`config.mk`:
```
export PLATFORM = sky130hd
export DESIGN_NAME = frame_rate_meter
export DESIGN_NICKNAME = d
export VERILOG_FILES = /design/src/sv/frm_pkg.sv /design/src/sv/frm_ctrl.sv /design/src/sv/frm_dpath.sv /design/src/sv/frame_rate_meter.sv
export SDC_FILE = /design/constraint.sdc
export NUM_CORES = 2
export LEC_CHECK = 0
export BUFFER_PORTS_ARGS = -buffer_cell sky130_fd_sc_hd__clkbuf_2
export CAP_MARGIN = 15
export CORE_ASPECT_RATIO = 0.7
export CORE_MARGIN = 8
export CORE_UTILIZATION = 54
export DETAILED_ROUTE_END_ITERATION = 8
export GPL_ROUTABILITY_DRIVEN = 0
export PLACE_DENSITY = 0.7
export SETUP_SLACK_MARGIN = 0.3
export SYNTH_ARGS = -nofsm -noshare
export SYNTH_HDL_FRONTEND = slang
export SYNTH_SLANG_ARGS = --single-unit
```
`constraint.sdc`:
```
create_clock -name i_clk -period 9 [get_ports i_clk]
set_input_delay 1.8 -clock i_clk [delete_from_list [all_inputs] [get_ports i_clk]]
set_output_delay 1.8 -clock i_clk [all_outputs]
set_load 0.05 [all_outputs]
```
`src/sv/frm_pkg.sv`:
```
// ----------------------------------------------------------------------------
// frm_pkg
// Shared constants and control types for the frame rate meter.
// ----------------------------------------------------------------------------
package frm_pkg;

    localparam int HISTORY_DEPTH = 64;

    localparam int STAMP_W  = 48;
    localparam int IVAL_W   = 32;
    localparam int RATE_W   = 30;
    localparam int QUO_W    = 24;
    localparam int FRAC_W   = 8;
    localparam int PTR_W    = $clog2(HISTORY_DEPTH);
    localparam int CNT_W    = $clog2(HISTORY_DEPTH + 1);
    localparam int SUM_W    = IVAL_W + PTR_W;
    localparam int NUM_W    = RATE_W + CNT_W + FRAC_W;
    localparam int NUMHI_W  = NUM_W - QUO_W;
    localparam int STEP_W   = $clog2(QUO_W);
    localparam int OUT_W    = IVAL_W + STAMP_W + QUO_W;

    localparam int CFG_IDX_W  = 8;
    localparam int CFG_DATA_W = 32;

    localparam logic [CFG_IDX_W-1:0] CFG_MAX_INTERVAL = CFG_IDX_W'(0);
    localparam logic [CFG_IDX_W-1:0] CFG_TICK_RATE    = CFG_IDX_W'(1);

    localparam logic [IVAL_W-1:0] MAX_INTERVAL_RST = IVAL_W'(100000);
    localparam logic [RATE_W-1:0] TICK_RATE_RST    = RATE_W'(1000000);
    localparam logic [QUO_W-1:0]  RATE_SAT         = {QUO_W{1'b1}};

    // controller -> datapath
    typedef struct packed {
        logic load;      // capture input stamp
        logic diff;      // stamp - previous
        logic clamp;     // clamp interval, read oldest ring entry
        logic sub;       // drop oldest entry from window sum
        logic add;       // add interval, write ring
        logic mul;       // numerator = rate * count * 256
        logic check;     // saturation test, divider setup
        logic div_step;  // one quotient bit
        logic emit;      // load output register
    } t_cmd;

    // datapath -> controller
    typedef struct packed {
        logic out_free;
    } t_status;

endpackage

```
`src/sv/frm_ctrl.sv`:
```
// ----------------------------------------------------------------------------
// frm_ctrl
// Sequencer for one frame stamp: difference, clamp, window update, numerator,
// saturation check, bit-serial divide, result hand-off.
// ----------------------------------------------------------------------------
module frm_ctrl
    import frm_pkg::*;
(
    input  logic    i_clk,
    input  logic    i_rst_n,
    input  logic    i_in_valid,
    input  t_status i_status,
    output logic    o_in_ready,
    output t_cmd    o_cmd
);

    typedef enum logic [8:0] {
        S_IDLE  = 9'b000000001,
        S_DIFF  = 9'b000000010,
        S_CLAMP = 9'b000000100,
        S_SUB   = 9'b000001000,
        S_ADD   = 9'b000010000,
        S_MUL   = 9'b000100000,
        S_CHECK = 9'b001000000,
        S_DIV   = 9'b010000000,
        S_DONE  = 9'b100000000
    } t_state;

    t_state            r_state, n_state;
    logic [STEP_W-1:0] r_step, n_step;

    always_comb begin
        n_state    = r_state;
        n_step     = r_step;
        o_cmd      = '0;
        o_in_ready = 1'b0;
        unique case (r_state)
            S_IDLE: begin
                o_in_ready = 1'b1;
                if (i_in_valid) begin
                    o_cmd.load = 1'b1;
                    n_state    = S_DIFF;
                end
            end
            S_DIFF: begin
                o_cmd.diff = 1'b1;
                n_state    = S_CLAMP;
            end
            S_CLAMP: begin
                o_cmd.clamp = 1'b1;
                n_state     = S_SUB;
            end
            S_SUB: begin
                o_cmd.sub = 1'b1;
                n_state   = S_ADD;
            end
            S_ADD: begin
                o_cmd.add = 1'b1;
                n_state   = S_MUL;
            end
            S_MUL: begin
                o_cmd.mul = 1'b1;
                n_state   = S_CHECK;
            end
            S_CHECK: begin
                o_cmd.check = 1'b1;
                n_step      = '0;
                n_state     = S_DIV;
            end
            S_DIV: begin
                o_cmd.div_step = 1'b1;
                n_step         = r_step + STEP_W'(1);
                if (r_step == STEP_W'(QUO_W - 1)) begin
                    n_state = S_DONE;
                end
            end
            S_DONE: begin
                if (i_status.out_free) begin
                    o_cmd.emit = 1'b1;
                    n_state    = S_IDLE;
                end
            end
            default: begin
                n_state = S_IDLE;
            end
        endcase
    end

    always_ff @(posedge i_clk) begin
        if (!i_rst_n) begin
            r_state <= S_IDLE;
            r_step  <= '0;
        end else begin
            r_state <= n_state;
            r_step  <= n_step;
        end
    end

endmodule

```
`src/sv/frm_dpath.sv`:
```
// ----------------------------------------------------------------------------
// frm_dpath
// Registers, interval ring, window sum, multiplier, restoring divider and
// output register of the frame rate meter.
// ----------------------------------------------------------------------------
module frm_dpath
    import frm_pkg::*;
(
    input  logic                  i_clk,
    input  logic                  i_rst_n,
    input  t_cmd                  i_cmd,
    output t_status               o_status,
    input  logic [STAMP_W-1:0]    i_stamp,
    input  logic                  i_cfg_we,
    input  logic [CFG_IDX_W-1:0]  i_cfg_index,
    input  logic [CFG_DATA_W-1:0] i_cfg_data,
    output logic                  o_out_valid,
    input  logic                  i_out_ready,
    output logic [OUT_W-1:0]      o_out_data
);

    logic [IVAL_W-1:0]  r_max_ival;
    logic [RATE_W-1:0]  r_tick_rate;

    logic [STAMP_W-1:0] r_stamp;
    logic [STAMP_W-1:0] r_prev;
    logic [STAMP_W-1:0] r_diff;
    logic [IVAL_W-1:0]  r_ival;
    logic [STAMP_W-1:0] r_total;
    logic [PTR_W-1:0]   r_wptr;
    logic [CNT_W-1:0]   r_cnt;
    logic [SUM_W-1:0]   r_sum;
    logic [IVAL_W-1:0]  r_old;
    logic [NUM_W-1:0]   r_num;
    logic [QUO_W-1:0]   r_lo;
    logic [SUM_W-1:0]   r_rem;
    logic [QUO_W-1:0]   r_quo;
    logic               r_sat;

    logic               r_out_valid;
    logic [OUT_W-1:0]   r_out_data;

    logic [IVAL_W-1:0]  ring [HISTORY_DEPTH];

    logic [RATE_W+CNT_W-1:0] prod;
    logic [SUM_W-1:0]        num_hi;
    logic [SUM_W:0]          trial;
    logic                    ring_full;

    assign ring_full = (r_cnt == CNT_W'(HISTORY_DEPTH));
    assign prod      = (RATE_W+CNT_W)'(r_tick_rate) * (RATE_W+CNT_W)'(r_cnt);
    assign num_hi    = SUM_W'(r_num[NUM_W-1:QUO_W]);
    assign trial     = {r_rem, r_lo[QUO_W-1]};

    // ring storage, registered read of the oldest entry
    always_ff @(posedge i_clk) begin
        if (i_cmd.clamp) begin
            r_old <= ring[r_wptr];
        end
        if (i_cmd.add) begin
            ring[r_wptr] <= r_ival;
        end
    end

    // control-side state
    always_ff @(posedge i_clk) begin
        if (!i_rst_n) begin
            r_max_ival  <= MAX_INTERVAL_RST;
            r_tick_rate <= TICK_RATE_RST;
            r_prev      <= '0;
            r_total     <= '0;
            r_wptr      <= '0;
            r_cnt       <= '0;
            r_sum       <= '0;
            r_out_valid <= 1'b0;
        end else begin
            if (i_cfg_we) begin
                if (i_cfg_index == CFG_MAX_INTERVAL) begin
                    r_max_ival <= i_cfg_data[IVAL_W-1:0];
                end else if (i_cfg_index == CFG_TICK_RATE) begin
                    r_tick_rate <= i_cfg_data[RATE_W-1:0];
                end
            end
            if (i_cmd.diff) begin
                r_prev <= r_stamp;
            end
            if (i_cmd.sub && ring_full) begin
                r_sum <= r_sum - SUM_W'(r_old);
            end
            if (i_cmd.add) begin
                r_sum   <= r_sum + SUM_W'(r_ival);
                r_total <= r_total + STAMP_W'(r_ival);
                r_wptr  <= (r_wptr == PTR_W'(HISTORY_DEPTH - 1)) ? '0 : r_wptr + PTR_W'(1);
                if (!ring_full) begin
                    r_cnt <= r_cnt + CNT_W'(1);
                end
            end
            if (i_cmd.emit) begin
                r_out_valid <= 1'b1;
            end else if (i_out_ready) begin
                r_out_valid <= 1'b0;
            end
        end
    end

    // payload registers
    always_ff @(posedge i_clk) begin
        if (i_cmd.load) begin
            r_stamp <= i_stamp;
        end
        if (i_cmd.diff) begin
            r_diff <= r_stamp - r_prev;
        end
        if (i_cmd.clamp) begin
            r_ival <= (r_diff > STAMP_W'(r_max_ival)) ? r_max_ival : r_diff[IVAL_W-1:0];
        end
        if (i_cmd.mul) begin
            r_num <= {prod, {FRAC_W{1'b0}}};
        end
        if (i_cmd.check) begin
            // quotient needs more than QUO_W bits (or sum is zero)
            r_sat <= (num_hi >= r_sum);
            r_rem <= num_hi;
            r_lo  <= r_num[QUO_W-1:0];
            r_quo <= '0;
        end
        if (i_cmd.div_step) begin
            r_lo <= {r_lo[QUO_W-2:0], 1'b0};
            if (trial >= {1'b0, r_sum}) begin
                r_rem <= SUM_W'(trial - {1'b0, r_sum});
                r_quo <= {r_quo[QUO_W-2:0], 1'b1};
            end else begin
                r_rem <= trial[SUM_W-1:0];
                r_quo <= {r_quo[QUO_W-2:0], 1'b0};
            end
        end
        if (i_cmd.emit) begin
            r_out_data <= {(r_sat ? RATE_SAT : r_quo), r_total, r_ival};
        end
    end

    assign o_status.out_free = !r_out_valid || i_out_ready;
    assign o_out_valid       = r_out_valid;
    assign o_out_data        = r_out_data;

endmodule

```
`src/sv/frame_rate_meter.sv`:
```
// ----------------------------------------------------------------------------
// frame_rate_meter
// Frame interval, running tick total and windowed mean frame rate (Q8).
// ----------------------------------------------------------------------------
//  channel   direction  handshake                    payload
//  s_axis    in         s_axis_tvalid/s_axis_tready  frame_stamp
//  m_axis    out        m_axis_tvalid/m_axis_tready  interval, total, rate_q8
//  cfg       in         i_cfg_valid/o_cfg_ready      register index, data
//
//  One request passes through the accept state, the difference, clamp,
//  window update, numerator and saturation check states, the bit-serial
//  restoring divider (one quotient bit per step, 24-bit quotient) and a
//  hand-off state, in which the output register is loaded.
//  The input is taken only between requests; a result waiting in the output
//  register stalls only the hand-off of the request behind it.
//  Synchronous active-low reset; the ring needs no clearing pass.
//  Config writes are always accepted.
// ----------------------------------------------------------------------------
module frame_rate_meter
    import frm_pkg::*;
(
    input  logic                  i_clk,
    input  logic                  i_rst_n,
    input  logic                  s_axis_tvalid,
    output logic                  s_axis_tready,
    input  logic [STAMP_W-1:0]    s_axis_tdata,   // [47:0] frame_stamp
    output logic                  m_axis_tvalid,
    input  logic                  m_axis_tready,
    output logic [OUT_W-1:0]      m_axis_tdata,   // [31:0] frame_interval,
                                                  // [79:32] elapsed_total,
                                                  // [103:80] rate_q8
    input  logic                  i_cfg_valid,
    output logic                  o_cfg_ready,
    input  logic [CFG_IDX_W-1:0]  i_cfg_index,
    input  logic [CFG_DATA_W-1:0] i_cfg_data
);

    t_cmd    cmd;
    t_status status;

    assign o_cfg_ready = 1'b1;

    frm_ctrl u_ctrl (
        .i_clk      (i_clk),
        .i_rst_n    (i_rst_n),
        .i_in_valid (s_axis_tvalid),
        .i_status   (status),
        .o_in_ready (s_axis_tready),
        .o_cmd      (cmd)
    );

    frm_dpath u_dpath (
        .i_clk       (i_clk),
        .i_rst_n     (i_rst_n),
        .i_cmd       (cmd),
        .o_status    (status),
        .i_stamp     (s_axis_tdata),
        .i_cfg_we    (i_cfg_valid),
        .i_cfg_index (i_cfg_index),
        .i_cfg_data  (i_cfg_data),
        .o_out_valid (m_axis_tvalid),
        .i_out_ready (m_axis_tready),
        .o_out_data  (m_axis_tdata)
    );

endmodule

```
=== After elaboration in Yosys (flattened, before gate mapping) ===
Memory sizes are Yosys's and may differ from the RTL's. A register that Yosys moved wholly into a read port is not among the register bits.
Index checks and enable logic that the tools add are counted.

* Add/subtract/negate cells: 8
* Multiply operators: 1
* $lt $le $gt $ge: 3
* Equal/unequal tests: 16
* Mux-type cells: 33
* Bitwise operators: 2
* Reduce and logical (&&, ||, !) cells: 12

{| class="wikitable"
|+ Operators by type and width
! kind !! number
|-
| $mux 38 || 5
|-
| $mux 24 || 4
|-
| $pmux 9 s9 || 1
|-
| $add 48x32->48 || 1
|-
| $gt 48x32->1 || 1
|-
| $sub 48x48->48 || 1
|-
| $ge 39x38->1 || 1
|-
| $add 38x32->38 || 1
|-
| $ge 21x38->1 || 1
|-
| $sub 38x32->38 || 1
|-
| $sub 38x38->38 || 1
|-
| $mul 30x7->37 || 1
|-
| $mux 32 || 1
|-
| $mux 9 || 3
|-
| $mux 1 || 17
|-
| $pmux 5 s2 || 1
|-
| $eq 9x1->1 const B || 1
|-
| $eq 9x2->1 const B || 1
|-
| $eq 9x3->1 const B || 1
|-
| $eq 9x4->1 const B || 1
|-
| $eq 9x5->1 const B || 1
|-
| $eq 9x6->1 const B || 1
|-
| $eq 9x7->1 const B || 1
|-
| $eq 9x8->1 const B || 1
|-
| 19 further kinds || 26
|}

* Register bits after elaboration: 572
* RAM bits: 2048
* Input bits: 93
* Word-level logic and storage cells: 97
* Memories: 1

{| class="wikitable"
|+ Memory list
! name !! words !! bits a word !! rd ports !! clocked after Yosys merged registers in !! write ports !! line !! text
|-
| u_dpath.ring || 64 || 32 || 1 || 1 || 1 || frm_dpath.sv:43 || <nowiki>logic [IVAL_W-1:0] ring [HISTORY_DEPTH];</nowiki>
|}

=== Depth between registers and ports, before layout ===
* Word-level depth: 5
* Depth in mapped cells: 22
* Depth with buffers taken out: 20

=== By module ===
Synthesis repeated with hierarchy kept, for this count alone.

* Cell total of the unflattened synthesis: 7654
* Area total of the unflattened synthesis: 111410.6 µm²

{| class="wikitable"
|+ By module, submodules not included
! module !! times used !! cells an instance !! area an instance (µm²)
|-
| frm_dpath || 1 || 7561 || 110627.4
|-
| frm_ctrl || 1 || 91 || 772.0
|-
| frame_rate_meter || 1 || 2 || 11.3
|}

=== Worst setup path after synthesis ===
No wires, ideal clock.

* Kind: input to register
* From: in m_axis_tready
* To: reg u_dpath.r_out_data[0], in the netlist u_dpath.o_out_data[0] (enable)
* Library setup time: 579 ps
* Data arrival time: 6523 ps
* Required time: 8421 ps
* Slack: 1898 ps
* Cell stages on the path: 2
* Buffers on the path: 0
* Path through: nand2b_1 nor2b_1

{| class="wikitable"
|+ RTL lines
! what !! line !! text
|-
| start, declared || frame_rate_meter.sv:28 || <nowiki>input logic m_axis_tready,</nowiki>
|-
| end signal, assigned || frm_dpath.sv:138 || <nowiki>r_out_data <= {(r_sat ? RATE_SAT : r_quo), r_total, r_ival};</nowiki>
|-
| end, declared || frm_dpath.sv:41 || <nowiki>logic [OUT_W-1:0] r_out_data;</nowiki>
|}

=== Final worst setup path ===
* From: reg u_dpath.r_cnt[5]
* To: reg u_dpath.r_num[38], data pin

* Cells in the longest elaborated chain, start to end: 1

{| class="wikitable"
|+ Ends and longest elaborated chain
! what !! line !! text
|-
| start, declared || frm_dpath.sv:31 || <nowiki>logic [CNT_W-1:0] r_cnt;</nowiki>
|-
| start signal, assigned || frm_dpath.sv:95 || <nowiki>r_cnt <= r_cnt + CNT_W'(1);</nowiki>
|-
| $mul 30x7->37 || frm_dpath.sv:51 || <nowiki>assign prod = (RATE_W+CNT_W)'(r_tick_rate) * (RATE_W+CNT_W)'(r_cnt);</nowiki>
|-
| via u_dpath.prod[30] || frm_dpath.sv:45 || <nowiki>logic [RATE_W+CNT_W-1:0] prod;</nowiki>
|-
| end signal, assigned || frm_dpath.sv:118 || <nowiki>r_num <= {prod, {FRAC_W{1'b0}}};</nowiki>
|-
| end, declared || frm_dpath.sv:34 || <nowiki>logic [NUM_W-1:0] r_num;</nowiki>
|}

The timed path passes the listed nets, and every way through them passes these cells.
A chain may end at the register's enable or synchronous reset.

==> metrics <==
outcome=finished, final reports clean; fin crit share=67.09%; first-pass GRT wire length=460,900 µm; Die X=559.4 µm; initial antenna violation count=19; Worst Path Required=9.61 ns; crit path launch type=flip-flop; Critical Path Max Stage Delay=1.09 ns; Worst Max-Slew Pin Slew=1.159 ns; worst setup slack after layout=2.962 ns; DRT iter0 DRCs=11.00k; ANT nets after route=0; FILL cells=15.36k; Clock Skews=0.06236 ns; syn nets=8,260; power per cell area=192.2 mW/mm²; Max Root-Sink Buffers=4; Placed Area=0.1164 mm²; clock buffer count from CTS=235; CTS resizes=0; EDFF count, synth=2,428; Fin. Hold Viols=0; max-slew violation count=0; Max VDD drop=0.0001875 V; total number of vias=71.70k; Critical Path Sink Type=flip-flop; Clk Latency, worst-skew pair=0.88 ns; Yosys cell types=105; Ys Warns=0; share of post-route cells with drive strength above 1=10.84%; final setup TNS=0 ns; most used cell, CP=fa_1; non-filler cells in the finished layout=10.88k; Vias/cell=6.588; 1st-pass router iterations=8; Clk pin slew, worst setup/hold paths=0.07 ns; R2R cell count=18; vias in the first global route=67.90k; Hold Path Stages=2; RSZ-0062 raised after global routing=false; slowest CP cell=dfxtp_1; CTS Root Cell=clkbuf_16; ys async rst share=0%; Cell Chain, Critical Path=and2_1, fa_1, fa_1, fa_1, inv_1, fa_1, inv_1, ha_1, or3_4, a2111oi_4, nor3_1, a31oi_2, a21oi_2, a41o_4, a31oi_4, o21ai_2, a31oi_1, xnor2_1; I/O pin cnt=200; Synth Register Bits=2,652; overall global routing resource usage=27.75%; post-synthesis average cell area=14.39 µm²; Final nets=8,446; count of standard-cell rows=139; Yosys top cell by area=edfxtp_1; Synth area leaders=edfxtp_1 (65%), a22oi_1 (5.2%), dfxtp_1 (4.0%); routed wire length=319,800 µm; number of max-cap violations=0; routed len/inst=29.38 µm; peak fanout along the critical path=34; CTS tree=yes; Post-Place Cells=10.45k; fin area=0.1238 mm²; final setup vio count=0; Crit Path Category=reg2reg; Pleak=42.49 nW; number of clock sinks=2,652; Die Footprint=0.2217 mm²; global route overflow=0; Mapped Cells=7,757; DRC Markers=0; CP arrival=6.65 ns; post-CTS setup buffer count=0; fin crit period=6.038 ns; predominant post-synthesis flop cell=edfxtp_1; Layout area overhead=10.96%; CTS Hold Bufs=0; Util after Layout=60.34%; Min-Delay Path Class=reg2reg; H-tree levels=4; Rel. slew slack=22.60%; largest net degree at the start of global routing=153; Synth top area share=65.33%; setup slack at placement=2.816 ns; Syn Std Cell Area=0.1116 mm²; maximum operating frequency=165.6 MHz; post-synthesis sequential area ratio=69.35%; die height=396.3 µm; Core ar.=0.2052 mm²; initial core utilization=54.38%; IO Port Bufs=198; DP HPWL=192,100 µm
-- registers in the layout (all words and copies together) (netlist names), 38 cells and up --
name,flops
u_dpath.r_stamp,48
u_dpath.r_prev,48
u_dpath.ring,2048
u_dpath.o_out_data,104
u_dpath.r_sum,38
u_dpath.r_total,48
u_dpath.r_diff,48
u_dpath.r_rem,38
-- layout by cell type (no fill, tap or decap), types with 115 or more instances in the layout --
cell | Yosys | final
o21ai_0 | 154 | 154
nor2_1 | 255 | 189
nand3_1 | 115 | 115
clkbuf_16 | 0 | 239
a21oi_1 | 426 | 426
edfxtp_1 | 2428 | 2428
a31oi_1 | 116 | 116
ha_1 | 267 | 267
and2_1 | 202 | 200
a221oi_1 | 145 | 145
xnor2_1 | 122 | 122
buf_4 | 4 | 148
dfxtp_1 | 224 | 224
clkbuf_2 | 0 | 198
fa_1 | 143 | 143
inv_1 | 293 | 290
a21o_1 | 116 | 116
nand4_1 | 195 | 195
a22oi_1 | 779 | 779
nand2_1 | 583 | 581
a22o_1 | 141 | 141
-- critical path: cells and delay by family (launching register included) --
| kind | cells | cell delay [ns] |
|---|---|---|
| fa+ha+maj | 5 | 2.08 |
| flops | 1 | 1.09 |
| xor+xnor | 1 | 0.09 |
| buf+inv | 2 | 0.09 |
| simple gates | 3 | 0.82 |
| compound gates | 7 | 1.58 |
-- layout make-up --
cell class | count | area, µm² | area share [%]
clock buffers | 295 | 6271 | 5.064
inverters | 293 | 1106 | 0.8932
repair buffers | 362 | 2415 | 1.950
well taps | 2749 | 3440 | 2.778
clock inverters | 125 | 1067 | 0.8619
diodes | 8 | 20.02 | 0.01617
multi-input cells | 4399 | 32120 | 25.94
flip-flops and latches | 2652 | 77390 | 62.50
-- logic make-up (layout without fill, tap and decap cells) --
family | after synthesis | after routing | share of synthesized area, %
muxes | 77 | 77 | 0.7310
buffers and inverters | 706 | 1075 | 2.402
xor gates and xnor gates | 215 | 215 | 1.687
adders and majority gates | 410 | 410 | 5.559
AOI/OAI and AO/OA | 2098 | 2098 | 13.22
other | 1 | 9 | 0.003360
DFF | 2652 | 2652 | 69.35
and+or+nand+nor | 1598 | 1598 | 7.047
-- metrics by stage --
step                hold WS [ns]  power [mW]
detailed placement        0.4409       14.25
finish                    0.4519       23.80
global route              0.4676       24.37
global placement          0.4408       14.24
CTS                       0.4561       23.84
floorplan                 0.4280       14.06
-- final timing paths --
| check | start | to | slack (ns) |
|---|---|---|---|
| worst max-delay path | u_dpath.r_cnt[5] | u_dpath.r_num[38] | 2.96 |
| worst min-delay path | u_dpath.r_prev[23] | u_dpath.r_prev[23] | 0.45 |
| worst max register to register | u_dpath.r_cnt[5] | u_dpath.r_num[38] | 2.96 |
| worst min register to register | u_dpath.r_prev[23] | u_dpath.r_prev[23] | 0.45 |
-- Yosys cell counts, types with 7 or more instances --
cell type  instances
a211o_1            9
a211oi_1          30
a21boi_0           8
a21o_1           116
a21oi_1          426
a221oi_1         145
a22o_1           141
a22oi_1          779
a31oi_1          116
and2_1           202
and3_1            34
buf_1             45
clkbuf_1         357
dfxtp_1          224
edfxtp_1        2428
fa_1             143
ha_1             267
inv_1            293
mux2_2            33
mux2i_1           41
nand2_1          583
nand2b_1          20
nand3_1          115
nand3b_1           8
nand4_1          195
nor2_1           255
nor2b_1           25
nor3_1            42
nor3b_1            9
nor4_1            16
o211ai_1          21
o21a_1            27
o21ai_0          154
o21bai_1          26
o31ai_1            7
or2_2             31
or3_1             22
xnor2_1          122
xor2_1            93
-- per-layer routing --
metal | vias up | share of wire, % | GRT usage [%]
li1 | 30510 | - | -
met1 | 35770 | 41 | 41.49
met2 | 4884 | 42 | 39.56
met3 | 531 | 15 | 8.688
met4 | 6 | 2.6 | 7.085
met5 | - | 0.073 | 0
-- report_power, final --
group	switching, mW	internal, mW	leakage, nW
clock	4.40	5.40	3.58
sequential	0.0443	13.4	25.0
combinational	0.375	0.208	14.0
total	4.82	19.0	42.5
Power figures use the tool's default switching activity.
